File: config.mk
export PLATFORM = sky130hd
export DESIGN_NAME = pmlrs_mix_front
export DESIGN_NICKNAME = d
export VERILOG_FILES = /design/src/pmlrs_pkg.sv /design/src/pmlrs_mix_front.sv
export SDC_FILE = /design/constraint.sdc
export NUM_CORES = 2
export LEC_CHECK = 0
export ABC_AREA = 1
export BUFFER_PORTS_ARGS = -buffer_cell sky130_fd_sc_hd__buf_2
export CORE_MARGIN = 2
export CORE_UTILIZATION = 30
export CTS_BUF_LIST = sky130_fd_sc_hd__clkbuf_4 sky130_fd_sc_hd__clkbuf_8
export CTS_CLUSTER_DIAMETER = 200
export DETAILED_ROUTE_END_ITERATION = 10
export SYNTH_ARGS = -nofsm -noshare
export SYNTH_HDL_FRONTEND = slang
export SYNTH_SLANG_ARGS = --single-unit
File: constraint.sdc
create_clock -name i_clk -period 11.3 [get_ports i_clk]
set_input_delay 2.26 -clock i_clk [delete_from_list [all_inputs] [get_ports i_clk]]
set_output_delay 2.26 -clock i_clk [all_outputs]
set_load 0.01 [all_outputs]
File: src/pmlrs_pkg.sv
// Shared types and constants for the stereo pan mixer and linear resampler.
// No dependencies; every other file of the block imports this package.
`default_nettype none

package pmlrs_pkg;

    localparam int SAMPLE_W  = 24;   // Q1.23 source sample
    localparam int PAN_W     = 16;   // Q2.14 pan
    localparam int OUT_W     = 16;   // output sample
    localparam int GAIN_W    = 24;   // Q8.16 gain
    localparam int STEP_W    = 21;   // Q5.16 step
    localparam int WGT_W     = 16;   // pan weight, 0..32768
    localparam int PROD_W    = 41;   // sample times weight
    localparam int ACC_W     = 48;   // mix sums
    localparam int POS_W     = 22;   // Q6.16 position, always below 2^21
    localparam int FRAC_W    = 16;
    localparam int CFG_IDX_W = 2;
    localparam int OUT_CNT_W = 6;

    localparam int DEF_MAX_SOURCES = 16;
    localparam int DEF_QUEUE_DEPTH = 2;
    localparam int MAX_OUT         = 32;

    localparam logic [GAIN_W-1:0] GAIN_RESET = 24'd65536;
    localparam logic [STEP_W-1:0] STEP_RESET = 21'd65536;
    localparam logic [STEP_W-1:0] STEP_MIN   = 21'd4096;
    localparam logic [STEP_W-1:0] STEP_MAX   = 21'd1048576;
    localparam logic [POS_W-1:0]  ONE_Q16    = 22'd65536;

    localparam logic signed [PAN_W-1:0] PAN_MIN = -16'sd16384;
    localparam logic signed [PAN_W-1:0] PAN_MAX = 16'sd16384;
    localparam logic [WGT_W-1:0]        WGT_FULL = 16'd32768;

    localparam logic signed [ACC_W-1:0] ACC_MAX = 48'sh7FFF_FFFF_FFFF;
    localparam logic signed [ACC_W-1:0] ACC_MIN = 48'sh8000_0000_0000;

    localparam logic signed [OUT_W-1:0] OUT_MAX = 16'sh7FFF;
    localparam logic signed [OUT_W-1:0] OUT_MIN = 16'sh8000;

    // configuration register indexes
    localparam logic [CFG_IDX_W-1:0] CFG_GAIN     = 2'd0;
    localparam logic [CFG_IDX_W-1:0] CFG_RESAMPLE = 2'd1;
    localparam logic [CFG_IDX_W-1:0] CFG_STEP     = 2'd2;

    typedef struct packed {
        logic [GAIN_W-1:0] gain;
        logic              resample_enable;
        logic [STEP_W-1:0] step;
    } t_cfg;

    typedef struct packed {
        logic signed [ACC_W-1:0] sum_left;
        logic signed [ACC_W-1:0] sum_right;
        logic                    last_frame;
    } t_frame_sums;

endpackage

`default_nettype wire

File: src/pmlrs_mix_front.sv
// Front end: accepts source items, weights them by pan and accumulates the step sums.
// Pushes the finished sums of each time step into the frame queue. Uses pmlrs_pkg.
`default_nettype none

module pmlrs_mix_front #(
    parameter int MAX_SOURCES = pmlrs_pkg::DEF_MAX_SOURCES
) (
    input  logic                                  i_clk,
    input  logic                                  i_rst_n,
    input  logic                                  i_in_valid,
    output logic                                  o_in_ready,
    input  logic signed [pmlrs_pkg::SAMPLE_W-1:0] i_sample,
    input  logic signed [pmlrs_pkg::PAN_W-1:0]    i_pan,
    input  logic                                  i_last_source,
    input  logic                                  i_last_frame,
    output logic                                  o_push,
    output pmlrs_pkg::t_frame_sums                o_push_data,
    input  logic                                  i_queue_full
);
    import pmlrs_pkg::*;

    localparam int CNT_W = $clog2(MAX_SOURCES + 1);
    localparam logic [CNT_W-1:0] CNT_MAX = CNT_W'(MAX_SOURCES);

    typedef enum logic [1:0] {F_IDLE, F_MUL, F_ACC} t_fstate;

    t_fstate                    r_state;
    logic signed [SAMPLE_W-1:0] r_smp;
    logic [WGT_W-1:0]           r_wr;
    logic                       r_last_src;
    logic                       r_last_frm;
    logic signed [PROD_W-1:0]   r_prod_l;
    logic signed [PROD_W-1:0]   r_prod_r;
    logic signed [ACC_W-1:0]    r_mix_l;
    logic signed [ACC_W-1:0]    r_mix_r;
    logic [CNT_W-1:0]           r_cnt;

    logic signed [PAN_W-1:0]    pan_c;
    logic signed [PAN_W:0]      pan_ofs;
    logic [WGT_W-1:0]           wl;
    logic                       take;
    logic signed [ACC_W-1:0]    n_mix_l;
    logic signed [ACC_W-1:0]    n_mix_r;

    function automatic logic signed [ACC_W-1:0] sat_add(
        input logic signed [ACC_W-1:0]  a,
        input logic signed [PROD_W-1:0] b
    );
        logic signed [ACC_W:0] s;
        s = {a[ACC_W-1], a} + {{(ACC_W + 1 - PROD_W){b[PROD_W-1]}}, b};
        if (s[ACC_W] != s[ACC_W-1]) begin
            return s[ACC_W] ? ACC_MIN : ACC_MAX;
        end
        return s[ACC_W-1:0];
    endfunction

    always_comb begin
        if (i_pan < PAN_MIN) begin
            pan_c = PAN_MIN;
        end else if (i_pan > PAN_MAX) begin
            pan_c = PAN_MAX;
        end else begin
            pan_c = i_pan;
        end
        pan_ofs = {pan_c[PAN_W-1], pan_c} - {PAN_MIN[PAN_W-1], PAN_MIN};
    end

    assign wl         = WGT_FULL - r_wr;
    assign take       = r_cnt < CNT_MAX;
    assign n_mix_l    = take ? sat_add(r_mix_l, r_prod_l) : r_mix_l;
    assign n_mix_r    = take ? sat_add(r_mix_r, r_prod_r) : r_mix_r;
    assign o_in_ready = (r_state == F_IDLE);
    assign o_push     = (r_state == F_ACC) && r_last_src && !i_queue_full;

    always_comb begin
        o_push_data.sum_left   = n_mix_l;
        o_push_data.sum_right  = n_mix_r;
        o_push_data.last_frame = r_last_frm;
    end

    always_ff @(posedge i_clk) begin
        if (!i_rst_n) begin
            r_state <= F_IDLE;
            r_mix_l <= '0;
            r_mix_r <= '0;
            r_cnt   <= '0;
        end else begin
            case (r_state)
                F_IDLE: begin
                    if (i_in_valid) begin
                        r_smp      <= i_sample;
                        r_wr       <= pan_ofs[WGT_W-1:0];
                        r_last_src <= i_last_source;
                        r_last_frm <= i_last_frame;
                        r_state    <= F_MUL;
                    end
                end
                F_MUL: begin
                    r_prod_l <= r_smp * $signed({1'b0, wl});
                    r_prod_r <= r_smp * $signed({1'b0, r_wr});
                    r_state  <= F_ACC;
                end
                F_ACC: begin
                    if (r_last_src) begin
                        // hold until the queue has room for the finished step
                        if (!i_queue_full) begin
                            r_mix_l <= '0;
                            r_mix_r <= '0;
                            r_cnt   <= '0;
                            r_state <= F_IDLE;
                        end
                    end else begin
                        r_mix_l <= n_mix_l;
                        r_mix_r <= n_mix_r;
                        if (take) begin
                            r_cnt <= r_cnt + 1'b1;
                        end
                        r_state <= F_IDLE;
                    end
                end
                default: r_state <= F_IDLE;
            endcase
        end
    end

endmodule

`default_nettype wire

==> impl_metrics.csv <==
group,metric,value,unit
die,dieHeight,392,µm
worst_setup_path,path_common_cell,"nand2_1",
logic_synthesis,synth_top_family_by_area,"adder cells",
routing,ant_nets,0,
die,die_w,392,µm
logic_synthesis,avgSynthCellArea,7.40,µm²
die,io_pins,145,
routing,dr.first_iter.drc_count,2712,
worst_setup_path,arrival,8.56,ns
sta,min_period,8.11,ns
logic_synthesis,synth_seq_area_share,12.7,%
logic_synthesis,synth.net_count,7208,
clocking,postCtsSetupBuffers,0,
place,detailedPlacementHpwl,117,mm
cells_and_area,num-nets-final,7262,
clocking,cts_tree,"built",
clocking,cts_buffers,48,
global_route,grt_pass1_wl,226,mm
clocking,clock_latency,0.73,ns
logic_synthesis,synth_fa_ha_area_share,41.8,%
clocking,clk_path_buf_depth,3,
routing,drt_wl_total,144,mm
sta,fmax,123,MHz
routing,drcViolationCount,0,
cells_and_area,drive_above_1_share,6.37,%
routing,drt_first_pass_iters,5,
die,row_count,142,
logic_synthesis,netlist_top_cells_area,"fa_1 34%, nand2_1 15%, inv_1 12%",
global_route,grt_pass1_vias,38900,
place,place_ws,3.25,ns
logic_synthesis,synth_cells,6106,
routing,vias_per_cell,4.65,
logic_synthesis,synth_xor_area_share,2.85,%
hold_path,hp-class,"flip-flop to flip-flop",
logic_synthesis,async_flop_share,0,%
logic_synthesis,synth_common_cells,"1794 x nand2_1, 1425 x inv_1, 756 x fa_1",
logic_synthesis,ys.warnings.count,0,
clocking,cts_htree_levels,2,
sta,relSlewSlack,26.9,%
sta,setup_ws,3.19,ns
sta,worst_pin_slew,1.10,ns
logic_synthesis,synth.largest_area_cell,"fa_1",
die,initial_core_util,30.2,%
worst_setup_path,crit_type,"flip-flop to flip-flop",
logic_synthesis,synthMuxAreaShare,0,%
clocking,root_buffer,"clkbuf_8",
logic_synthesis,ys_ff_latch,226,
worst_setup_path,cp.required,11.75,ns
worst_setup_path,endpoint_kind,"flip-flop",
logic_synthesis,synth-edff-count,123,
flow_run,cap_violations,0,
routing,num_vias,38200,
cells_and_area,area_delta_synth_final,8.60,%
worst_setup_path,crit_path_top_delay_cell,"inv_1",
worst_setup_path,critPathMaxFanout,26,
place,port_buffers,144,
sta,final-max-slew-violation-count,0,
clocking,cts.sinks,226,
die,coreArea,150000,µm²
sta,hold_viol,0,
routing,drt-wirelength-per-cell,17.5,µm
logic_synthesis,synthFlopType,"edfxtp_1",
logic_synthesis,syn_area,45200,µm²
place,gp_congestion,0.945,
worst_setup_path,start_kind,"flip-flop",
clocking,holdBufCountCts,0,
worst_setup_path,cpPeakStageDelay,0.57,ns
sta,final.setup_skew,0.0452,ns
worst_setup_path,regToRegSetupSlack,3.19,ns
logic_synthesis,synth_cell_types,52,
clocking,path_clk_slew,0.06,ns
sta,setup_violations,0,
logic_synthesis,synth-simple-area-share,22.8,%
global_route,grt-ovfl-total,0,
logic_synthesis,synth_most_common_cell,"nand2_1",
global_route,antenna_found_initial,12,
logic_synthesis,synth_top_area_share,33.5,%
sta,grt_setup_unrepaired,"no",
die,dieArea,154000,µm²
global_route,grtUsageTotal,19.0,%
sta,finalCritPeriodShare,71.8,%
logic_synthesis,synth-compound-area-share,5.87,%
status,run_status,"finished, final reports clean",
clocking,cts_resized,0,
global_route,grt_max_degree,81,
sta,tns,0,ns
state kept, by name (all words and copies together), names as in the netlist:
name	count
r_last_frm	1
r_mix_r	48
r_prod_l	41
r_mix_l	48
r_cnt	5
r_wr	16
r_smp	24
r_state	2
r_last_src	1
r_prod_r	40
routing by layer:
metal	track usage, %	part of all wire [%]	vias to the layer above	wire, µm
met4	4.66	2.5	16	3620
li1	-	-	18200	-
met5	0	0.070	-	101
met3	2.89	6.4	178	9230
met1	27.0	46	18700	66800
met2	30.0	45	1144	64100
through the flow:
step	area (µm²)	cells	hold WS [ns]	utilization (%)
floorplan	45200	6106	0.457	-
global placement	48000	8126	0.469	32.1
detailed placement	48000	8126	0.477	32.1
CTS	49000	8216	0.487	32.8
global route	49000	8218	0.507	32.8
finish	49000	8220	0.486	32.8
cell families after synthesis:
logic type / Yosys count
simple gates: 2568
buf+inv: 1636
fa+ha+maj: 1056
compound gates: 474
flops: 226
xor+xnor: 146
cells in the final DEF (no fill, tap or decap), drive strengths merged, types with 3 or more instances in the layout:
cell / Yosys / layout
a21boi: 19 / 19
a21o: 4 / 4
a21oi: 294 / 294
a31oi: 11 / 11
buf: 51 / 202
bufinv: 0 / 3
clkbuf: 147 / 64
clkinv: 10 / 31
dfxtp: 103 / 103
diode: 0 / 4
edfxtp: 123 / 123
fa: 756 / 756
ha: 300 / 300
inv: 1428 / 1430
nand2: 1842 / 1842
nand3: 140 / 140
nand3b: 4 / 4
nand4: 58 / 58
nor2: 462 / 462
nor3: 30 / 30
nor4: 9 / 9
o211ai: 6 / 6
o21a: 14 / 14
o21ai: 80 / 80
o21bai: 34 / 34
o221ai: 4 / 4
or2: 19 / 19
xnor2: 75 / 75
xor2: 71 / 71
path summary, 6_finish.rpt:
kind	to	from	cells after the start
hold reg to reg	r_mix_l[13]$_SDFFE_PN0P_	r_mix_l[13]$_SDFFE_PN0P_	2
setup reg to reg	r_prod_l[34]$_DFFE_PP_	r_wr[1]$_SDFFCE_PP0P_	35
setup / recovery	r_prod_l[34]$_DFFE_PP_	r_wr[1]$_SDFFCE_PP0P_	35
hold / removal	r_mix_l[13]$_SDFFE_PN0P_	r_mix_l[13]$_SDFFE_PN0P_	2
worst max-delay path: cells and delay by family (launching register included):
kind	cells	cell delay, ns
AND/OR/NAND/NOR	13	1.56
buffers and inverters	9	1.27
adder cells (fa/ha/maj)	8	3.44
XOR/XNOR	1	0.07
flip-flops	1	0.35
AO/OA/AOI/OAI	4	1.15
cell type report:
cell class,count,area [µm²]
fillers,16200,101000
repair buffers,202,1160
clock buffers,64,818
inverters,1438,5400
well taps,2016,2520
diodes,4,10.0
clock inverters,26,216
flip-flops and latches,226,5760
multi-input cells,4244,33200
Power is left out: the tool's default activity adds up to more than one toggle a clock period on the data nets, which glitch-free logic cannot reach.
