--- config.mk ---
export PLATFORM = sky130hd
export DESIGN_NAME = pmlrs_resample_back
export DESIGN_NICKNAME = d
export VERILOG_FILES = /design/src/pmlrs_pkg.sv /design/src/pmlrs_resample_back.sv
export SDC_FILE = /design/constraint.sdc
export NUM_CORES = 2
export LEC_CHECK = 0
export ABC_AREA = 1
export BUFFER_PORTS_ARGS = -buffer_cell sky130_fd_sc_hd__buf_2
export CAP_MARGIN = 20
export CORE_MARGIN = 2
export CORE_UTILIZATION = 44
export DETAILED_ROUTE_END_ITERATION = 10
export GPL_TIMING_DRIVEN = 0
export HOLD_SLACK_MARGIN = 0.02
export SLEW_MARGIN = 20
export SYNTH_ARGS = -nofsm -noshare
export SYNTH_HDL_FRONTEND = slang
export SYNTH_SLANG_ARGS = --single-unit
--- constraint.sdc ---
create_clock -name i_clk -period 12.84 [get_ports i_clk]
set_input_delay 1.284 -clock i_clk [delete_from_list [all_inputs] [get_ports i_clk]]
set_output_delay 1.284 -clock i_clk [all_outputs]
set_load 0.03 [all_outputs]
--- src/pmlrs_pkg.sv ---
// Shared types and constants for the stereo pan mixer and linear resampler.
// No dependencies; every other file of the block imports this package.
`default_nettype none

package pmlrs_pkg;

    localparam int SAMPLE_W  = 24;   // Q1.23 source sample
    localparam int PAN_W     = 16;   // Q2.14 pan
    localparam int OUT_W     = 16;   // output sample
    localparam int GAIN_W    = 24;   // Q8.16 gain
    localparam int STEP_W    = 21;   // Q5.16 step
    localparam int WGT_W     = 16;   // pan weight, 0..32768
    localparam int PROD_W    = 41;   // sample times weight
    localparam int ACC_W     = 48;   // mix sums
    localparam int POS_W     = 22;   // Q6.16 position, always below 2^21
    localparam int FRAC_W    = 16;
    localparam int CFG_IDX_W = 2;
    localparam int OUT_CNT_W = 6;

    localparam int DEF_MAX_SOURCES = 16;
    localparam int DEF_QUEUE_DEPTH = 2;
    localparam int MAX_OUT         = 32;

    localparam logic [GAIN_W-1:0] GAIN_RESET = 24'd65536;
    localparam logic [STEP_W-1:0] STEP_RESET = 21'd65536;
    localparam logic [STEP_W-1:0] STEP_MIN   = 21'd4096;
    localparam logic [STEP_W-1:0] STEP_MAX   = 21'd1048576;
    localparam logic [POS_W-1:0]  ONE_Q16    = 22'd65536;

    localparam logic signed [PAN_W-1:0] PAN_MIN = -16'sd16384;
    localparam logic signed [PAN_W-1:0] PAN_MAX = 16'sd16384;
    localparam logic [WGT_W-1:0]        WGT_FULL = 16'd32768;

    localparam logic signed [ACC_W-1:0] ACC_MAX = 48'sh7FFF_FFFF_FFFF;
    localparam logic signed [ACC_W-1:0] ACC_MIN = 48'sh8000_0000_0000;

    localparam logic signed [OUT_W-1:0] OUT_MAX = 16'sh7FFF;
    localparam logic signed [OUT_W-1:0] OUT_MIN = 16'sh8000;

    // configuration register indexes
    localparam logic [CFG_IDX_W-1:0] CFG_GAIN     = 2'd0;
    localparam logic [CFG_IDX_W-1:0] CFG_RESAMPLE = 2'd1;
    localparam logic [CFG_IDX_W-1:0] CFG_STEP     = 2'd2;

    typedef struct packed {
        logic [GAIN_W-1:0] gain;
        logic              resample_enable;
        logic [STEP_W-1:0] step;
    } t_cfg;

    typedef struct packed {
        logic signed [ACC_W-1:0] sum_left;
        logic signed [ACC_W-1:0] sum_right;
        logic                    last_frame;
    } t_frame_sums;

endpackage

`default_nettype wire

--- src/pmlrs_resample_back.sv ---
// Back end: scales step sums by gain, saturates, then interpolates or passes frames out.
// One shared 24x24 multiplier for gain, two 17x17 for interpolation. Uses pmlrs_pkg.
`default_nettype none

module pmlrs_resample_back (
    input  logic                                i_clk,
    input  logic                                i_rst_n,
    input  pmlrs_pkg::t_cfg                     i_cfg,
    input  logic                                i_empty,
    output logic                                o_pop,
    input  pmlrs_pkg::t_frame_sums              i_pop_data,
    output logic                                o_out_valid,
    input  logic                                i_out_ready,
    output logic signed [pmlrs_pkg::OUT_W-1:0]  o_left,
    output logic signed [pmlrs_pkg::OUT_W-1:0]  o_right,
    output logic                                o_run_last
);
    import pmlrs_pkg::*;

    localparam int HALF_W = ACC_W / 2;
    localparam int PP_W   = HALF_W + GAIN_W;
    localparam int SCL_W  = PP_W + 1 - 30;          // bits of sum*gain/2^54
    localparam int DIFF_W = OUT_W + 1;
    localparam int DPR_W  = 2 * DIFF_W;
    localparam int V_W    = DPR_W + 1;
    localparam int PS_W   = POS_W + 1;

    typedef enum logic [3:0] {
        B_IDLE, B_MUL, B_SCALE, B_CHECK, B_IMUL, B_EMIT, B_PASS, B_DONE
    } t_bstate;

    t_bstate                  r_state;
    logic                     r_last_frm;
    logic                     r_neg_l;
    logic                     r_neg_r;
    logic [ACC_W-1:0]         r_mag_l;
    logic [ACC_W-1:0]         r_mag_r;
    logic [1:0]               r_mcnt;
    logic [PP_W-1:0]          r_pp [4];
    logic signed [OUT_W-1:0]  r_cur_l;
    logic signed [OUT_W-1:0]  r_cur_r;
    logic signed [OUT_W-1:0]  r_prev_l;
    logic signed [OUT_W-1:0]  r_prev_r;
    logic                     r_have_prev;
    logic [POS_W-1:0]         r_pos;
    logic [OUT_CNT_W-1:0]     r_n;
    logic                     r_is_last;
    logic                     r_use_interp;
    logic signed [DPR_W-1:0]  r_dl;
    logic signed [DPR_W-1:0]  r_dr;
    logic                     r_out_valid;
    logic signed [OUT_W-1:0]  r_out_l;
    logic signed [OUT_W-1:0]  r_out_r;
    logic                     r_out_last;

    logic [HALF_W-1:0]        mul_a;
    logic [PP_W:0]            acc_l;
    logic [PP_W:0]            acc_r;
    logic [STEP_W-1:0]        st;
    logic [PS_W-1:0]          pos_st;
    logic [PS_W-1:0]          pos_st2;
    logic [PS_W-1:0]          limit;
    logic                     cond_now;
    logic                     cond_next;
    logic                     slot_free;
    logic                     out_load;
    logic signed [DIFF_W-1:0] diff_l;
    logic signed [DIFF_W-1:0] diff_r;
    logic signed [DIFF_W-1:0] frac;
    logic signed [V_W-1:0]    v_l;
    logic signed [V_W-1:0]    v_r;
    logic signed [V_W-1:0]    vt_l;
    logic signed [V_W-1:0]    vt_r;

    function automatic logic signed [OUT_W-1:0] sat_out(
        input logic             neg,
        input logic [SCL_W-1:0] q
    );
        if (neg) begin
            if (q > SCL_W'(32768)) begin
                return OUT_MIN;
            end
            return OUT_W'(SCL_W'(0) - q);
        end
        if (q > SCL_W'(32767)) begin
            return OUT_MAX;
        end
        return OUT_W'(q);
    endfunction

    always_comb begin
        case (r_mcnt)
            2'd0:    mul_a = r_mag_l[HALF_W-1:0];
            2'd1:    mul_a = r_mag_l[ACC_W-1:HALF_W];
            2'd2:    mul_a = r_mag_r[HALF_W-1:0];
            2'd3:    mul_a = r_mag_r[ACC_W-1:HALF_W];
            default: mul_a = '0;
        endcase
    end

    // sum*gain = hi*gain*2^24 + lo*gain; result bits start at 2^54
    assign acc_l = {1'b0, r_pp[1]} + (PP_W + 1)'(r_pp[0] >> HALF_W);
    assign acc_r = {1'b0, r_pp[3]} + (PP_W + 1)'(r_pp[2] >> HALF_W);

    always_comb begin
        if (i_cfg.step < STEP_MIN) begin
            st = STEP_MIN;
        end else if (i_cfg.step > STEP_MAX) begin
            st = STEP_MAX;
        end else begin
            st = i_cfg.step;
        end
    end

    assign pos_st  = {1'b0, r_pos} + PS_W'(st);
    assign pos_st2 = pos_st + PS_W'(st);
    assign limit   = r_have_prev ? PS_W'({ONE_Q16, 1'b0}) : PS_W'(ONE_Q16);

    always_comb begin
        if (r_last_frm) begin
            cond_now  = pos_st <= limit;
            cond_next = pos_st2 <= limit;
        end else begin
            cond_now  = r_pos < ONE_Q16;
            cond_next = pos_st < PS_W'(ONE_Q16);
        end
    end

    assign diff_l = {r_cur_l[OUT_W-1], r_cur_l} - {r_prev_l[OUT_W-1], r_prev_l};
    assign diff_r = {r_cur_r[OUT_W-1], r_cur_r} - {r_prev_r[OUT_W-1], r_prev_r};
    assign frac   = $signed({1'b0, r_pos[FRAC_W-1:0]});

    // prev*2^16 + (cur-prev)*f, then truncate toward zero
    assign v_l  = {{(V_W - OUT_W - FRAC_W){r_prev_l[OUT_W-1]}}, r_prev_l, FRAC_W'(0)}
                + {r_dl[DPR_W-1], r_dl};
    assign v_r  = {{(V_W - OUT_W - FRAC_W){r_prev_r[OUT_W-1]}}, r_prev_r, FRAC_W'(0)}
                + {r_dr[DPR_W-1], r_dr};
    assign vt_l = v_l[V_W-1] ? v_l + V_W'(65535) : v_l;
    assign vt_r = v_r[V_W-1] ? v_r + V_W'(65535) : v_r;

    assign slot_free   = !r_out_valid || i_out_ready;
    assign out_load    = slot_free && (r_state == B_EMIT || r_state == B_PASS);
    assign o_pop       = (r_state == B_IDLE) && !i_empty;
    assign o_out_valid = r_out_valid;
    assign o_left      = r_out_l;
    assign o_right     = r_out_r;
    assign o_run_last  = r_out_last;

    always_ff @(posedge i_clk) begin
        if (!i_rst_n) begin
            r_state     <= B_IDLE;
            r_prev_l    <= '0;
            r_prev_r    <= '0;
            r_have_prev <= 1'b0;
            r_pos       <= '0;
            r_n         <= '0;
            r_mcnt      <= '0;
            r_out_valid <= 1'b0;
        end else begin
            if (out_load) begin
                r_out_valid <= 1'b1;
            end else if (r_out_valid && i_out_ready) begin
                r_out_valid <= 1'b0;
            end
            case (r_state)
                B_IDLE: begin
                    if (!i_empty) begin
                        r_last_frm <= i_pop_data.last_frame;
                        r_neg_l    <= i_pop_data.sum_left[ACC_W-1];
                        r_neg_r    <= i_pop_data.sum_right[ACC_W-1];
                        r_mag_l    <= i_pop_data.sum_left[ACC_W-1]
                                    ? ACC_W'(-i_pop_data.sum_left) : i_pop_data.sum_left;
                        r_mag_r    <= i_pop_data.sum_right[ACC_W-1]
                                    ? ACC_W'(-i_pop_data.sum_right) : i_pop_data.sum_right;
                        r_mcnt     <= '0;
                        r_state    <= B_MUL;
                    end
                end
                B_MUL: begin
                    r_pp[r_mcnt] <= mul_a * i_cfg.gain;
                    r_mcnt       <= r_mcnt + 1'b1;
                    if (r_mcnt == 2'd3) begin
                        r_state <= B_SCALE;
                    end
                end
                B_SCALE: begin
                    r_cur_l <= sat_out(r_neg_l, acc_l[PP_W:30]);
                    r_cur_r <= sat_out(r_neg_r, acc_r[PP_W:30]);
                    r_n     <= '0;
                    if (!i_cfg.resample_enable) begin
                        r_state <= B_PASS;
                    end else if (!r_last_frm && !r_have_prev) begin
                        r_state <= B_DONE;
                    end else begin
                        r_state <= B_CHECK;
                    end
                end
                B_CHECK: begin
                    r_state <= cond_now ? B_IMUL : B_DONE;
                end
                B_IMUL: begin
                    r_dl         <= diff_l * frac;
                    r_dr         <= diff_r * frac;
                    r_is_last    <= (r_n == OUT_CNT_W'(MAX_OUT - 1)) || !cond_next;
                    r_use_interp <= !r_last_frm || (r_have_prev && r_pos < ONE_Q16);
                    r_state      <= B_EMIT;
                end
                B_EMIT: begin
                    if (slot_free) begin
                        r_out_l     <= r_use_interp ? vt_l[FRAC_W+OUT_W-1:FRAC_W] : r_cur_l;
                        r_out_r     <= r_use_interp ? vt_r[FRAC_W+OUT_W-1:FRAC_W] : r_cur_r;
                        r_out_last  <= r_is_last;
                        r_pos       <= pos_st[POS_W-1:0];
                        r_n         <= r_n + 1'b1;
                        r_state     <= r_is_last ? B_DONE : B_CHECK;
                    end
                end
                B_PASS: begin
                    if (slot_free) begin
                        r_out_l     <= r_cur_l;
                        r_out_r     <= r_cur_r;
                        r_out_last  <= 1'b1;
                        r_state     <= B_IDLE;
                    end
                end
                B_DONE: begin
                    if (r_last_frm) begin
                        // end of stream: drop the interpolation history
                        r_pos       <= '0;
                        r_prev_l    <= '0;
                        r_prev_r    <= '0;
                        r_have_prev <= 1'b0;
                    end else begin
                        if (r_have_prev) begin
                            r_pos <= (r_pos >= ONE_Q16) ? r_pos - ONE_Q16 : '0;
                        end
                        r_prev_l    <= r_cur_l;
                        r_prev_r    <= r_cur_r;
                        r_have_prev <= 1'b1;
                    end
                    r_state <= B_IDLE;
                end
                default: r_state <= B_IDLE;
            endcase
        end
    end

    a_out_cap: assert property (@(posedge i_clk) disable iff (!i_rst_n)
        r_n <= OUT_CNT_W'(MAX_OUT))
        else $error("more results than the per-item cap");

    a_prev_cleared: assert property (@(posedge i_clk) disable iff (!i_rst_n)
        !r_have_prev |-> (r_prev_l == '0 && r_prev_r == '0))
        else $error("previous frame not cleared without history");

    a_pos_bound: assert property (@(posedge i_clk) disable iff (!i_rst_n)
        (r_state == B_IDLE) |-> (r_pos < POS_W'(STEP_MAX)))
        else $error("position left above one step between frames");

endmodule

`default_nettype wire

==> flow_metrics.env <==
export IMPL_rsz0062_at_grt="no"
export IMPL_period_minus_slack_ns=10.97
export IMPL_syn_cell_area_um2=70500
export IMPL_ctsHoldBuffers=0
export IMPL_grt_usage=0.293
export IMPL_drtAntennaViolNets=0
export IMPL_clk_pin_slew_ns=0.06
export IMPL_end_kind="register"
export IMPL_cts_tree="yes"
export IMPL_slew_viol_final=0
export IMPL_cp_required_ns=13.13
export IMPL_worstPathMaxFanout=10
export IMPL_ys_seq_area_frac=0.180
export IMPL_finalNetCount=10918
export IMPL_cp_data_arrival_time_ns=11.26
export IMPL_layout_drive_gt1_share=0.0520
export IMPL_wirelength_um=237000
export IMPL_hpwlAfterDp_um=204000
export IMPL_rows=146
export IMPL_overflow=0
export IMPL_synthCells=8945
export IMPL_worst_pin_slew_ns=1.18
export IMPL_synth_top_area_share=0.297
export IMPL_slowest_stage="clkinv_1"
export IMPL_vias=59360
export IMPL_synth_top_area_cell="fa_1"
export IMPL_grt_pass1_vias=59792
export IMPL_synth_edf_count=378
export IMPL_clkSinkCount=445
export IMPL_clkLatencyLatePin_ns=0.66
export IMPL_ys_ff_latch=445
export IMPL_root_buffer="clkbuf_16"
export IMPL_avgSynthCellArea_um2=7.88
export IMPL_slew_headroom=0.209
export IMPL_drc_errors=0
export IMPL_die_area_um2=163000
export IMPL_setup_viol=0
export IMPL_wire_per_inst_um=21.0
export IMPL_gp_congestion=0.972
export IMPL_synthArstFlopShare=0
export IMPL_io_buffers=177
export IMPL_multi_input_area_um2=49500
export IMPL_fillCellCount=15843
export IMPL_path_class="register to register"
export IMPL_finalSetupTns_ns=0
export IMPL_drv_cap=0
export IMPL_hold_viol=0
export IMPL_dieWidth_um=404
export IMPL_area_delta_synth_final_pct=8.12
export IMPL_h_tree_depth=2
export IMPL_synth_cell_types=70
export IMPL_drt_iter0_markers=4953
export IMPL_num_io_pins=182
export IMPL_period_share=0.854
export IMPL_cp_slowest_stage_delay_ns=0.89
export IMPL_clk_path_buf_depth=3
export IMPL_synthTopCellsByArea="fa_1 30%, edfxtp_1 16%, nand2_1 11%, inv_1 10%, ha_1 9.3%"
export IMPL_dieHeight_um=404
export IMPL_start_kind="register"
export IMPL_core_area_um2=159000
export IMPL_antenna_cells=0
export IMPL_seq_area_um2=12700
export IMPL_antenna_found_initial=7
export IMPL_status="completed"
export IMPL_syn_nets=10660
export IMPL_finalClockSkew_ns=0.0419
export IMPL_grt_pass1_wl_um=361000
export IMPL_post_cts_buffers=0
export IMPL_critPathMostFrequentCell="fa_1"
export IMPL_max_freq_mhz=91.2
export IMPL_ys_flop_type="edfxtp_1"
export IMPL_cts_buffers=52
export IMPL_start_util=0.444
export IMPL_post_cts_resized=0
export IMPL_grt_max_degree=31
export IMPL_hp_class="register to register"
export IMPL_routed_via_density=5.24
export IMPL_yosysWarningCount=0
export IMPL_dr_pass1_iters=6
==> stage by stage <==
stage | setup slack [ns] | cells | instance area (um^2) | hold WS [ns] | util
finish | 1.87 | 11318 | 76200 | 0.485 | 0.480
detailed placement | 1.96 | 11221 | 74400 | 0.479 | 0.469
global placement | -0.231 | 11194 | 74000 | 0.472 | 0.466
CTS | 1.92 | 11318 | 76200 | 0.487 | 0.480
floorplan | 3.50 | 8945 | 70500 | 0.459 | -
global route | 1.48 | 11318 | 76200 | 0.515 | 0.480
==> path summary, 6_finish.rpt <==
path                             startpoint           to  slack, ns  cells after the start
worst max register to register    r_mcnt[0]  r_pp[1][41]       1.87                     28
worst min-delay path            r_prev_r[4]  r_prev_r[4]       0.49                      2
worst max-delay path              r_mcnt[0]  r_pp[1][41]       1.87                     28
worst min register to register  r_prev_r[4]  r_prev_r[4]       0.49                      2
==> critical path: cells and delay by family (launching register included) <==
kind	cells	cell delay [ns]
adder cells (fa/ha/maj)	9	4.27
XOR/XNOR	1	0.82
AO/OA/AOI/OAI	3	1.18
buffers and inverters	9	2.14
AND/OR/NAND/NOR	6	1.79
flip-flops	1	0.38
==> flip-flops by register name, summed over array words and instances (netlist names), 16 cells and up <==
register	count
r_prev_l	16
o_right	16
r_dr	34
r_cur_l	16
r_dl	34
r_prev_r	16
r_pp	144
r_mag_r	48
r_pos	22
r_mag_l	48
o_left	16
r_cur_r	16
==> layout make-up <==
type	instances	share of cell area
buffer	215	0.0112
clock buffer	61	0.0178
clock inverter	36	0.00609
inverter	2011	0.0990
multi-input combinational	6274	0.649
sequential	445	0.166
tap	2072	0.0340
timing repair buffer	204	0.0161
==> cells by family after synthesis <==
logic type               share of synthesized area
adder cells (fa/ha/maj)                      0.390
multiplexers                              0.000426
XOR/XNOR                                    0.0342
flip-flops                                   0.180
AND/OR/NAND/NOR                              0.221
buffers and inverters                        0.119
AO/OA/AOI/OAI                               0.0557
==> cell usage in the layout, fill, tap and decap left out, types with 28 or more instances in the layout <==
master,synthesis,routed
nand2_1,2002,2002
inv_1,1948,1948
fa_1,1046,1046
nor2_1,1023,1015
ha_1,522,522
edfxtp_1,378,378
a21oi_1,340,340
nand3_1,321,321
clkbuf_1,197,205
buf_2,7,184
xor2_1,179,177
o21ai_0,159,159
nand4_1,116,116
xnor2_1,93,92
nor3_1,77,75
dfxtp_1,67,67
clkbuf_16,0,53
clkinv_1,40,48
or2_2,36,36
a221oi_1,30,30
a31oi_1,28,28
==> routing by layer <==
| layer | track usage | vias up | wire, um |
|---|---|---|---|
| met1 | 0.407 | 29037 | 104000 |
| met4 | 0.0890 | 8 | 8470 |
| met5 | 0 | - | 59 |
| met3 | 0.0422 | 410 | 17200 |
| met2 | 0.473 | 2103 | 108000 |
| li1 | - | 27802 | - |
==> synth_stat cells, drive strengths merged (24+ instances only) <==
cell / instances
clkbuf: 198
nand4: 116
fa: 1046
edfxtp: 378
dfxtp: 67
nand2: 2033
xor2: 181
o21bai: 27
o21ai: 185
a31oi: 28
clkinv: 41
inv: 1970
nand3: 333
a221oi: 30
or2: 38
nor4: 24
xnor2: 93
ha: 522
a21oi: 346
nor2: 1050
nor3: 102
nand3b: 25
Power is left out: the tool's default activity adds up to more than one toggle a clock period on the data nets, which glitch-free logic cannot reach.
