`config.mk`:
```
export PLATFORM = sky130hd
export DESIGN_NAME = pmlrs_frame_queue
export DESIGN_NICKNAME = d
export VERILOG_FILES = /design/src/pmlrs_pkg.sv /design/src/pmlrs_frame_queue.sv
export SDC_FILE = /design/constraint.sdc
export NUM_CORES = 1
export LEC_CHECK = 0
export ABC_AREA = 1
export ABC_CLOCK_PERIOD_IN_PS = 10700
export BUFFER_PORTS_ARGS = -buffer_cell sky130_fd_sc_hd__clkbuf_2
export CAP_MARGIN = 30
export CORE_ASPECT_RATIO = 1.75
export CORE_UTILIZATION = 58
export CTS_BUF_LIST = sky130_fd_sc_hd__clkbuf_4
export CTS_CLUSTER_DIAMETER = 100
export DETAILED_ROUTE_END_ITERATION = 8
export PLACE_DENSITY = 0.86
export SLEW_MARGIN = 5
export SYNTH_ARGS = -nofsm -noshare
export SYNTH_HDL_FRONTEND = slang
export SYNTH_SLANG_ARGS = --single-unit
```
`constraint.sdc`:
```
create_clock -name i_clk -period 10.7 [get_ports i_clk]
set_input_delay 0.535 -clock i_clk [delete_from_list [all_inputs] [get_ports i_clk]]
set_output_delay 0.535 -clock i_clk [all_outputs]
set_load 0.05 [all_outputs]
```
`src/pmlrs_pkg.sv`:
```
// Shared types and constants for the stereo pan mixer and linear resampler.
// No dependencies; every other file of the block imports this package.
`default_nettype none

package pmlrs_pkg;

    localparam int SAMPLE_W  = 24;   // Q1.23 source sample
    localparam int PAN_W     = 16;   // Q2.14 pan
    localparam int OUT_W     = 16;   // output sample
    localparam int GAIN_W    = 24;   // Q8.16 gain
    localparam int STEP_W    = 21;   // Q5.16 step
    localparam int WGT_W     = 16;   // pan weight, 0..32768
    localparam int PROD_W    = 41;   // sample times weight
    localparam int ACC_W     = 48;   // mix sums
    localparam int POS_W     = 22;   // Q6.16 position, always below 2^21
    localparam int FRAC_W    = 16;
    localparam int CFG_IDX_W = 2;
    localparam int OUT_CNT_W = 6;

    localparam int DEF_MAX_SOURCES = 16;
    localparam int DEF_QUEUE_DEPTH = 2;
    localparam int MAX_OUT         = 32;

    localparam logic [GAIN_W-1:0] GAIN_RESET = 24'd65536;
    localparam logic [STEP_W-1:0] STEP_RESET = 21'd65536;
    localparam logic [STEP_W-1:0] STEP_MIN   = 21'd4096;
    localparam logic [STEP_W-1:0] STEP_MAX   = 21'd1048576;
    localparam logic [POS_W-1:0]  ONE_Q16    = 22'd65536;

    localparam logic signed [PAN_W-1:0] PAN_MIN = -16'sd16384;
    localparam logic signed [PAN_W-1:0] PAN_MAX = 16'sd16384;
    localparam logic [WGT_W-1:0]        WGT_FULL = 16'd32768;

    localparam logic signed [ACC_W-1:0] ACC_MAX = 48'sh7FFF_FFFF_FFFF;
    localparam logic signed [ACC_W-1:0] ACC_MIN = 48'sh8000_0000_0000;

    localparam logic signed [OUT_W-1:0] OUT_MAX = 16'sh7FFF;
    localparam logic signed [OUT_W-1:0] OUT_MIN = 16'sh8000;

    // configuration register indexes
    localparam logic [CFG_IDX_W-1:0] CFG_GAIN     = 2'd0;
    localparam logic [CFG_IDX_W-1:0] CFG_RESAMPLE = 2'd1;
    localparam logic [CFG_IDX_W-1:0] CFG_STEP     = 2'd2;

    typedef struct packed {
        logic [GAIN_W-1:0] gain;
        logic              resample_enable;
        logic [STEP_W-1:0] step;
    } t_cfg;

    typedef struct packed {
        logic signed [ACC_W-1:0] sum_left;
        logic signed [ACC_W-1:0] sum_right;
        logic                    last_frame;
    } t_frame_sums;

endpackage

`default_nettype wire

```
`src/pmlrs_frame_queue.sv`:
```
// Short queue of per-step mix sums between the mixing front end and the resampling back end.
// Register-based, show-ahead output. Uses pmlrs_pkg.
`default_nettype none

module pmlrs_frame_queue #(
    parameter int DEPTH = pmlrs_pkg::DEF_QUEUE_DEPTH
) (
    input  logic                   i_clk,
    input  logic                   i_rst_n,
    input  logic                   i_push,
    input  pmlrs_pkg::t_frame_sums i_push_data,
    output logic                   o_full,
    input  logic                   i_pop,
    output pmlrs_pkg::t_frame_sums o_pop_data,
    output logic                   o_empty
);
    import pmlrs_pkg::*;

    localparam int AW = $clog2(DEPTH);
    localparam int CW = $clog2(DEPTH + 1);
    localparam logic [AW-1:0] PTR_LAST = AW'(DEPTH - 1);

    t_frame_sums   r_mem [DEPTH];
    logic [AW-1:0] r_wr_ptr;
    logic [AW-1:0] r_rd_ptr;
    logic [CW-1:0] r_count;

    assign o_full     = (r_count == CW'(DEPTH));
    assign o_empty    = (r_count == '0);
    assign o_pop_data = r_mem[r_rd_ptr];

    always_ff @(posedge i_clk) begin
        if (i_push) begin
            r_mem[r_wr_ptr] <= i_push_data;
        end
    end

    always_ff @(posedge i_clk) begin
        if (!i_rst_n) begin
            r_wr_ptr <= '0;
            r_rd_ptr <= '0;
            r_count  <= '0;
        end else begin
            if (i_push) begin
                r_wr_ptr <= (r_wr_ptr == PTR_LAST) ? '0 : r_wr_ptr + 1'b1;
            end
            if (i_pop) begin
                r_rd_ptr <= (r_rd_ptr == PTR_LAST) ? '0 : r_rd_ptr + 1'b1;
            end
            if (i_push && !i_pop) begin
                r_count <= r_count + 1'b1;
            end else if (i_pop && !i_push) begin
                r_count <= r_count - 1'b1;
            end
        end
    end

    a_no_overflow: assert property (@(posedge i_clk) disable iff (!i_rst_n)
        o_full |-> !i_push)
        else $error("frame queue written while full");

    a_no_underflow: assert property (@(posedge i_clk) disable iff (!i_rst_n)
        o_empty |-> !i_pop)
        else $error("frame queue read while empty");

endmodule

`default_nettype wire

```
==> results.sh, run 1 <==
export IMPL_synth_top_family_by_area="multiplexers"
export IMPL_firstDrtPassIters=4
export IMPL_yosysWarningCount=0
export IMPL_drt_wirelength_per_cell_um=17.6
export IMPL_ctsLongestPathBuffers=2
export IMPL_final_stage_net_count=650
export IMPL_yosys_register_bits=199
export IMPL_ys_types=14
export IMPL_design_core_area_sq_um=12400
export IMPL_grt_first_pass_wirelength_um=18800
export IMPL_grt_max_degree=68
export IMPL_drt_iter0_drc=180
export IMPL_synth_compound_gate_area_share_pct=0.136
export IMPL_rrSetupSlack_ns=8.66
export IMPL_cts_tree="built"
export IMPL_floorplan_die_area_sq_um=13100
export IMPL_floorplan_die_height_um=151
export IMPL_numPortBuffers=199
export IMPL_grt_antenna_before_repair=1
export IMPL_highest_count_cells_in_the_layout_ignoring_fill_and_taps="199 x sky130_fd_sc_hd__clkbuf_2, 194 x sky130_fd_sc_hd__edfxtp_1, 67 x sky130_fd_sc_hd__mux2_2"
export IMPL_regToRegStartpoint="r_wr_ptr"
export IMPL_power_density_nw_per_um2=174
export IMPL_rsz0062_at_grt="no"
export IMPL_place_hpwl_um=9080
export IMPL_worst_hold_path_num_cells=1
export IMPL_area_delta_synth_final_pct=19.5
export IMPL_post_cts_buffers=0
export IMPL_grtUsageTotal_pct=20.2
export IMPL_top_level_ports=200
export IMPL_crit_reg2reg_capture="r_mem[1][78]"
export IMPL_post_synth_fa_ha_maj_area_fraction_pct=0.170
export IMPL_mappedNetlistNets=439
export IMPL_placementRows=54
export IMPL_cts_repair_resize_count=0
export IMPL_report_final_slew_viol_count=0
export IMPL_drtAntennaViolNets=0
export IMPL_min_delay_path_class="in2reg"
export IMPL_cts_root_buf="sky130_fd_sc_hd__clkbuf_4"
export IMPL_synth_simple_gate_area_share_pct=1.02
export IMPL_overflow=0
export IMPL_routed_via_count_divided_by_cell_count=5.15
export IMPL_finalPower_w=0.00152
export IMPL_postRouteWirelength_um=12900
export IMPL_layout_drive_gt1_share_pct=59.2
export IMPL_run_status="completed"
export IMPL_place_gp_congestion=0.789
export IMPL_worst_endpoint_arrival_ns=2.78
export IMPL_finalSetupTns_ns=0
export IMPL_skew_ns=0.0174
export IMPL_place_ws_ns=7.93
export IMPL_max_freq_mhz=302
export IMPL_cts_made_buffers=17
export IMPL_cp_data_required_time_ns=10.17
export IMPL_tightestPinTransition_ns=0.891
export IMPL_worst_case_vdd_ir_drop_mv=0.113
export IMPL_worstRegToRegCells=3
export IMPL_timing_critical_path_to="o_pop_data[79]"
export IMPL_routed_via_count=3764
export IMPL_synth_mux_area_share_pct=16.4
export IMPL_power_static_leakage_nw=3.42
export IMPL_netlist_area_sq_um=7340
export IMPL_ys_seq_area_share_pct=80.7
export IMPL_final_core_util_pct=70.6
export IMPL_timing_critical_path_to_type="output port"
export IMPL_initial_core_util_pct=59.1
export IMPL_cap_viol_max_count=0
export IMPL_syn_mean_instance_area_sq_um=21.8
export IMPL_remaining_drc_errors=0
export IMPL_fin_crit_sh_pct=31.0
export IMPL_clk_transition_reported_paths_ns=0.16
export IMPL_layout_min_cycle_time_ns=3.31
export IMPL_synth_xor_xnor_area_share_pct=0
export IMPL_vias_in_the_first_global_route=4009
export IMPL_count_of_final_setup_violators=0
export IMPL_layout_cells_most_common="sky130_fd_sc_hd__clkbuf_2"
export IMPL_worst_path_max_fanout=53
export IMPL_die_w_um=87.1
export IMPL_cts_sinks=199
export IMPL_clock_insertion_delay_worst_skew_ns=0.56
export IMPL_hold_buffers=0
export IMPL_hold_violations=0
export IMPL_cts_htree_levels=4
export IMPL_worst_setup_path_type="reg2out"
export IMPL_setup_worst_path_start_class="flop"
export IMPL_postSynthCellCount=337
export IMPL_timing_max_slew_rel_slack_pct=40.6
export IMPL_setup_slack_ns=7.39
[logic make-up after synthesis]
family          Yosys count
buf+inv                  19
simple gates             19
compound gates            2
flops                   199
mux                      97
fa+ha+maj                 1
[worst min-delay path by stage]
stage,slack [ns],endpoint,start
2_1_floorplan,0.46,flop,r_rd_ptr
3_3_place_gp,0.48,r_rd_ptr,r_rd_ptr
3_5_place_dp,0.51,r_rd_ptr,r_rd_ptr
4_1_cts,0.09,r_mem[0][12],i_push_data[12]
5_1_grt,0.09,r_mem[0][58],i_push_data[58]
6_report,0.15,r_mem[1][25],i_push_data[25]
[registers in the layout, indices dropped and copies added, names as in the netlist, named ones only]
register,cells
r_wr_ptr,1
r_mem,194
r_count,2
r_rd_ptr,1
[power breakdown]
| part | switching [W] | internal, W | leakage (nW) |
|---|---|---|---|
| clock | 0.000248 | 0.0000976 | 0.132 |
| sequential | 0.0000159 | 0.000901 | 1.86 |
| combinational | 0.000184 | 0.0000766 | 1.42 |
[stage by stage]
stage	area [sq um]	cells	hold slack (ns)
after detailed placement	8500	696	0.508
after global placement	8500	696	0.479
after floorplan	7340	337	0.463
after global routing	8770	730	0.0917
after CTS	8750	728	0.0945
final	8780	731	0.146
[critical path, stage by stage, from the launching register on]
cell,delay [ns]
sky130_fd_sc_hd__dfxtp_4,0.79
sky130_fd_sc_hd__buf_4,0.73
sky130_fd_sc_hd__mux2_2,0.43
sky130_fd_sc_hd__clkbuf_2,0.24
[metal layers]
| metal | GRT usage, % | up-vias | share of wire [%] |
|---|---|---|---|
| li1 | - | 1750 | - |
| met4 | 13.2 | 0 | 4.4 |
| met3 | 5.12 | 42 | 5.0 |
| met1 | 19.3 | 1831 | 32 |
| met2 | 37.2 | 141 | 59 |
| met5 | 0 | - | 0 |
[final cells by class]
type	count	area, sq um
inverters	8	32.5
fillers	858	3650
well taps	168	210
diodes	2	5.00
flip-flops and latches	199	5930
clock buffers	17	128
clock inverters	15	124
multi-input cells	119	1310
repair buffers	203	1040
[cell usage after synthesis]
| cell | count | area, sq um |
|---|---|---|
| sky130_fd_sc_hd__nand2_1 | 8 | 30.0 |
| sky130_fd_sc_hd__mux2_2 | 67 | 754 |
| sky130_fd_sc_hd__nand3_1 | 1 | 5.00 |
| sky130_fd_sc_hd__mux2_4 | 30 | 450 |
| sky130_fd_sc_hd__buf_2 | 6 | 30.0 |
| sky130_fd_sc_hd__a21oi_1 | 1 | 5.00 |
| sky130_fd_sc_hd__dfxtp_1 | 5 | 100 |
| sky130_fd_sc_hd__o21ai_0 | 1 | 5.00 |
| sky130_fd_sc_hd__edfxtp_1 | 194 | 5830 |
| sky130_fd_sc_hd__nand4_1 | 1 | 6.26 |
| sky130_fd_sc_hd__inv_1 | 8 | 30.0 |
| sky130_fd_sc_hd__nor2_1 | 9 | 33.8 |
| sky130_fd_sc_hd__buf_6 | 5 | 56.3 |
| sky130_fd_sc_hd__ha_1 | 1 | 12.5 |
Note: power is estimated with default switching activity, not from simulation.
==> run 2, diff against run 1 <==
Settings changed: ABC_AREA 1 to 0, ABC_CLOCK_PERIOD_IN_PS 10700 to 2650, CORE_UTILIZATION 58 to 49, PLACE_DENSITY 0.86 to 0.77.
Clock period 10.7 ns to 2.65 ns, I/O delays scaled along.
==> results.sh, run 2 <==
export IMPL_run_status="completed"
export IMPL_grt_antenna_before_repair=1
export IMPL_ctsLongestPathBuffers=2
export IMPL_remaining_drc_errors=0
export IMPL_layout_min_cycle_time_ns=2.23
export IMPL_design_core_area_sq_um=14500
export IMPL_fin_crit_sh_pct=84.1
export IMPL_largest_register="r_mem"
export IMPL_cts_tree="built"
export IMPL_numPortBuffers=199
export IMPL_cap_viol_max_count=0
export IMPL_drt_wirelength_per_cell_um=17.2
export IMPL_ys_seq_area_share_pct=80.8
export IMPL_worst_path_max_fanout=97
export IMPL_cts_sinks=199
export IMPL_die_w_um=94.5
export IMPL_synth_area_leader_cell="sky130_fd_sc_hd__edfxtp_1"
export IMPL_drtAntennaViolNets=0
export IMPL_highest_count_cells_in_the_layout_ignoring_fill_and_taps="199 x sky130_fd_sc_hd__clkbuf_2, 194 x sky130_fd_sc_hd__edfxtp_1, 100 x sky130_fd_sc_hd__dlygate4sd3_1"
export IMPL_worst_case_vdd_ir_drop_mv=0.486
export IMPL_grt_max_degree=98
export IMPL_top_level_ports=200
export IMPL_synthTopCellsByArea="sky130_fd_sc_hd__edfxtp_1 79%, sky130_fd_sc_hd__mux2_2 10%, sky130_fd_sc_hd__mux2_4 6.1%"
export IMPL_grtUsageTotal_pct=18.9
export IMPL_routed_via_count_divided_by_cell_count=4.95
export IMPL_place_gp_congestion=0.707
export IMPL_timing_max_slew_rel_slack_pct=55.2
export IMPL_rrSetupSlack_ns=1.08
export IMPL_rsz0062_at_grt="no"
export IMPL_min_delay_path_class="in2reg"
export IMPL_grt_first_pass_wirelength_um=21500
export IMPL_worst_hold_path_num_cells=2
export IMPL_regToRegStartpoint="r_wr_ptr"
export IMPL_hold_violations=0
export IMPL_setup_worst_path_start_class="flop"
export IMPL_placementRows=58
export IMPL_cts_htree_levels=4
export IMPL_area_delta_synth_final_pct=34.6
export IMPL_clk_transition_reported_paths_ns=0.15
export IMPL_syn_mean_instance_area_sq_um=22.6
export IMPL_overflow=0
export IMPL_min_delay_worst_endpoint="r_mem[0][69]"
export IMPL_report_final_slew_viol_count=0
export IMPL_drt_iter0_drc=167
export IMPL_finalPower_w=0.00673
export IMPL_final_stage_net_count=739
export IMPL_count_of_final_setup_violators=0
export IMPL_synth_largest_type_area_fraction_pct=79.4
export IMPL_skew_ns=0.0321
export IMPL_yosys_cell_count_top_type="sky130_fd_sc_hd__edfxtp_1"
export IMPL_worst_endpoint_arrival_ns=2.10
export IMPL_crit_reg2reg_capture="r_mem[0][48]"
export IMPL_synth_common_cells="194 x sky130_fd_sc_hd__edfxtp_1, 67 x sky130_fd_sc_hd__mux2_2, 30 x sky130_fd_sc_hd__mux2_4"
export IMPL_vias_in_the_first_global_route=4444
export IMPL_ys_types=17
export IMPL_routed_via_count=4103
export IMPL_cts_root_buf="sky130_fd_sc_hd__clkbuf_4"
export IMPL_cp_data_required_time_ns=2.52
export IMPL_power_density_nw_per_um2=682
export IMPL_worst_setup_path_type="reg2out"
export IMPL_initial_core_util_pct=50.5
export IMPL_layout_cells_most_common="sky130_fd_sc_hd__clkbuf_2"
export IMPL_ys_dominant_reg_cell="sky130_fd_sc_hd__edfxtp_1"
export IMPL_floorplan_die_height_um=164
export IMPL_mappedNetlistNets=426
export IMPL_timing_critical_path_to_type="output port"
export IMPL_postSynthCellCount=324
export IMPL_place_hpwl_um=9070
export IMPL_worstRegToRegCells=2
export IMPL_floorplan_die_area_sq_um=15500
export IMPL_finalSetupTns_ns=0
export IMPL_source_of_the_worst_hold_timing_path="i_push"
export IMPL_max_freq_mhz=448
export IMPL_synth_edff_count=194
export IMPL_largest_registers="r_mem: 194 flops, r_count: 2 flops"
export IMPL_tightestPinTransition_ns=0.673
export IMPL_cts_made_buffers=17
export IMPL_layout_drive_gt1_share_pct=51.7
export IMPL_postRouteWirelength_um=14300
export IMPL_power_static_leakage_nw=3.86
export IMPL_yosys_register_bits=199
export IMPL_netlist_area_sq_um=7330
export IMPL_post_cts_buffers=0
export IMPL_yosysWarningCount=0
export IMPL_firstDrtPassIters=6
export IMPL_asyncSetResetFlopFracSynth_pct=0
export IMPL_largest_reg_flops=194
export IMPL_clock_insertion_delay_worst_skew_ns=0.53
## run 2: cell count changes after synthesis, sizes merged, moves of 2 or more
cell	previous run	this run
nor2b	0	3
nand2	8	0
nor2	9	1
and2	0	4
inv	8	1
xor2	0	2
## run 2: area by class of cell
cell class / instances / area (sq um)
clock buffer: 19 / 143
fill: 964 / 4650
tap: 180 / 225
timing repair buffer: 305 / 2070
inverter: 1 / 3.75
multi-input combinational: 113 / 1330
sequential: 199 / 5930
antenna: 1 / 2.50
clock inverter: 11 / 170
## run 2: stage by stage
stage               worst slack [ns]  instances  utilization [%]  area, sq um  hold slack [ns]
global placement                1.03        698             58.9         8550            0.321
finish                         0.420        829             68.0         9870            0.111
floorplan                      0.451        324                -         7340            0.231
global route                   0.361        829             68.0         9870           0.0548
detailed placement              1.02        698             58.9         8550            0.325
CTS                            0.395        828             68.0         9870           0.0351
## run 2: worst max-delay path by stage
stage,from,endpoint,slack (ns),depth (start not counted)
after floorplan,r_wr_ptr,r_mem[0][0],0.45,1
after global placement,flop,o_pop_data[41],1.03,3
after detailed placement,flop,o_pop_data[41],1.02,3
after CTS,flop,o_pop_data[41],0.39,3
after global routing,flop,o_pop_data[81],0.36,3
final,flop,o_pop_data[1],0.42,3
## run 2: cells by family after synthesis
logic type / Yosys count / synth area share, %
mux: 97 / 16.4
compound gates: 3 / 0.273
buf+inv: 12 / 1.23
fa+ha+maj: 1 / 0.171
simple gates: 9 / 0.734
xor+xnor: 3 / 0.358
flops: 199 / 80.8
## run 2: power breakdown
part	total (W)	switching, W	internal, W
logic	0.00134	0.000883	0.000457
registers	0.00368	0.0000465	0.00363
clock network	0.00171	0.000945	0.000770
## run 2: timing repair
item	4_1_cts	5_1_grt
setup endpoints to repair	0	0
hold endpoints to repair	199	0
hold buffers	100	0
gates resized for setup	0	0
## run 2: critical path: stages, from the launching register on
cell and delay, ns:
sky130_fd_sc_hd__dfxtp_4 0.37, sky130_fd_sc_hd__buf_12 0.38, sky130_fd_sc_hd__mux2_2 0.42, sky130_fd_sc_hd__clkbuf_2 0.24
## run 2: metal layers
| metal | global-route usage, % | part of all wire [%] | wire [um] |
|---|---|---|---|
| met1 | 18.9 | 35 | 5030 |
| met2 | 35.3 | 56 | 8050 |
| met3 | 4.77 | 5.0 | 710 |
| met4 | 9.57 | 3.3 | 467 |
| met5 | 0 | 0 | 0 |
==> run 3, diff against run 2 <==
Settings changed: ABC_CLOCK_PERIOD_IN_PS 2650 to 2000.
Clock period 2.65 ns to 2 ns, I/O delays scaled along.
==> results.sh, run 3 (synthesized netlist as in run 2, its figures left out) <==
export IMPL_run_status="completed"
export IMPL_rsz0062_at_grt="yes"
export IMPL_hold_violations=0
export IMPL_largest_register="r_mem"
export IMPL_vias_in_the_first_global_route=4649
export IMPL_routed_via_count_divided_by_cell_count=5.04
export IMPL_netSwitchingFraction_pct=29.0
export IMPL_multi_input_comb_area_sq_um=1330
export IMPL_highest_count_cells_in_the_layout_ignoring_fill_and_taps="194 x sky130_fd_sc_hd__edfxtp_1, 129 x sky130_fd_sc_hd__clkbuf_2, 100 x sky130_fd_sc_hd__dlygate4sd3_1"
export IMPL_worst_case_vdd_ir_drop_mv=0.534
export IMPL_finalPower_w=0.00897
export IMPL_grt_max_degree=55
export IMPL_worst_endpoint_arrival_ns=1.84
export IMPL_cp_data_required_time_ns=1.90
export IMPL_final_fill_count=898
export IMPL_share_seq_of_total_power_pct=54.4
export IMPL_clockPowerShare_pct=23.7
export IMPL_cts_sinks=199
export IMPL_place_gp_congestion=0.768
export IMPL_post_route_cell_area_sq_um=10200
export IMPL_cts_root_buf="sky130_fd_sc_hd__clkbuf_4"
export IMPL_power_density_nw_per_um2=878
export IMPL_floorplan_die_height_um=164
export IMPL_placement_cell_area_sq_um=8610
export IMPL_finalSetupTns_ns=0
export IMPL_cts_htree_levels=4
export IMPL_die_w_um=94.5
export IMPL_drt_wirelength_per_cell_um=19.0
export IMPL_grt_first_pass_wirelength_um=22500
export IMPL_drtAntennaViolNets=0
export IMPL_routed_via_count=4253
export IMPL_count_of_final_setup_violators=0
export IMPL_setup_worst_path_start_class="flop"
export IMPL_remaining_drc_errors=0
export IMPL_firstDrtPassIters=4
export IMPL_numPortBuffers=199
export IMPL_clk_transition_reported_paths_ns=0.15
export IMPL_power_net_switching_w=0.00260
export IMPL_place_hpwl_um=9640
export IMPL_skew_ns=0.0165
export IMPL_drt_iter0_drc=165
export IMPL_layout_min_cycle_time_ns=1.94
export IMPL_cts_tree="built"
export IMPL_tightestPinTransition_ns=0.589
export IMPL_worst_setup_path_type="reg2out"
export IMPL_min_delay_path_class="in2reg"
export IMPL_grtUsageTotal_pct=20.2
export IMPL_cap_viol_max_count=0
export IMPL_largest_reg_flops=194
export IMPL_max_freq_mhz=514
export IMPL_design_core_area_sq_um=14500
export IMPL_grt_antenna_before_repair=2
export IMPL_largest_registers="r_mem: 194 flops, r_count: 2 flops"
export IMPL_final_stage_net_count=751
export IMPL_top_level_ports=200
export IMPL_internal_power_w=0.00637
export IMPL_register_area_sq_um=5930
export IMPL_report_final_slew_viol_count=0
export IMPL_timing_critical_path_to_type="output port"
export IMPL_placementRows=58
export IMPL_timing_max_slew_rel_slack_pct=60.7
export IMPL_layout_cells_most_common="sky130_fd_sc_hd__edfxtp_1"
export IMPL_overflow=0
export IMPL_clock_insertion_delay_worst_skew_ns=0.53
export IMPL_worst_path_max_fanout=17
export IMPL_ctsLongestPathBuffers=2
export IMPL_layout_drive_gt1_share_pct=52.9
export IMPL_floorplan_die_area_sq_um=15500
export IMPL_timing_hold_ws_ns=0.0996
export IMPL_area_delta_synth_final_pct=39.3
export IMPL_postRouteWirelength_um=16000
export IMPL_initial_core_util_pct=50.5
export IMPL_power_static_leakage_nw=3.97
export IMPL_cts_made_buffers=17
export IMPL_combPwrFrac_pct=21.8
export IMPL_fin_crit_sh_pct=97.2
run 3: power by group through the flow:
stage          sequential (W)  combinational, W  clock (W)
2_1_floorplan         0.00495           0.00124          0
3_3_place_gp          0.00496           0.00161          0
3_5_place_dp          0.00498           0.00164          0
4_1_cts               0.00488           0.00188    0.00217
5_1_grt               0.00490           0.00204    0.00231
6_report              0.00488           0.00196    0.00213
run 3: cell type report:
| cell class | count | area share [%] |
|---|---|---|
| well taps | 180 | 2.20 |
| multi-input cells | 113 | 13.0 |
| clock inverters | 12 | 1.42 |
| inverters | 1 | 0.0367 |
| diodes | 2 | 0.0490 |
| repair buffers | 317 | 23.8 |
| flip-flops and latches | 199 | 58.1 |
| clock buffers | 20 | 1.47 |
run 3: what timing repair did:
item | CTS | global route
hold buffers | 100 | 0
gates cloned | 1 | 3
endpoints found under the hold margin | 199 | 0
setup endpoints to repair | 82 | 70
gates resized for setup | 39 | 76
buffers inserted | 3 | 4
run 3: worst paths after layout:
path                    from             to  slack [ns]  cells past startpoint
setup / recovery        flop  o_pop_data[7]        0.06                      4
hold / removal        i_push     r_count[1]         0.1                      4
setup reg to reg    r_wr_ptr       r_wr_ptr        0.45                      4
hold reg to reg   r_count[1]     r_count[1]        0.54                      2
run 3: per-stage QoR:
| stage | setup slack [ns] | utilization, % | cells |
|---|---|---|---|
| after CTS | -0.0292 | 69.4 | 835 |
| after global placement | 0.547 | 59.3 | 699 |
| final | 0.0563 | 70.4 | 844 |
| after global routing | -0.0456 | 70.4 | 844 |
| after floorplan | -0.190 | - | 324 |
| after detailed placement | 0.529 | 59.3 | 699 |
run 3: critical path, stage by stage (launching register included):
cell	delay, ns
sky130_fd_sc_hd__dfxtp_4	0.43
sky130_fd_sc_hd__buf_4	0.16
sky130_fd_sc_hd__buf_16	0.17
sky130_fd_sc_hd__mux2_2	0.36
sky130_fd_sc_hd__buf_4	0.19
run 3: per-layer routing:
| metal | vias to the layer above | GRT usage [%] | share of wire [%] |
|---|---|---|---|
| met5 | - | 0 | 0 |
| met2 | 186 | 37.9 | 58 |
| met3 | 45 | 4.49 | 4.5 |
| li1 | 1939 | - | - |
| met1 | 2083 | 19.1 | 33 |
| met4 | 0 | 12.9 | 4.4 |
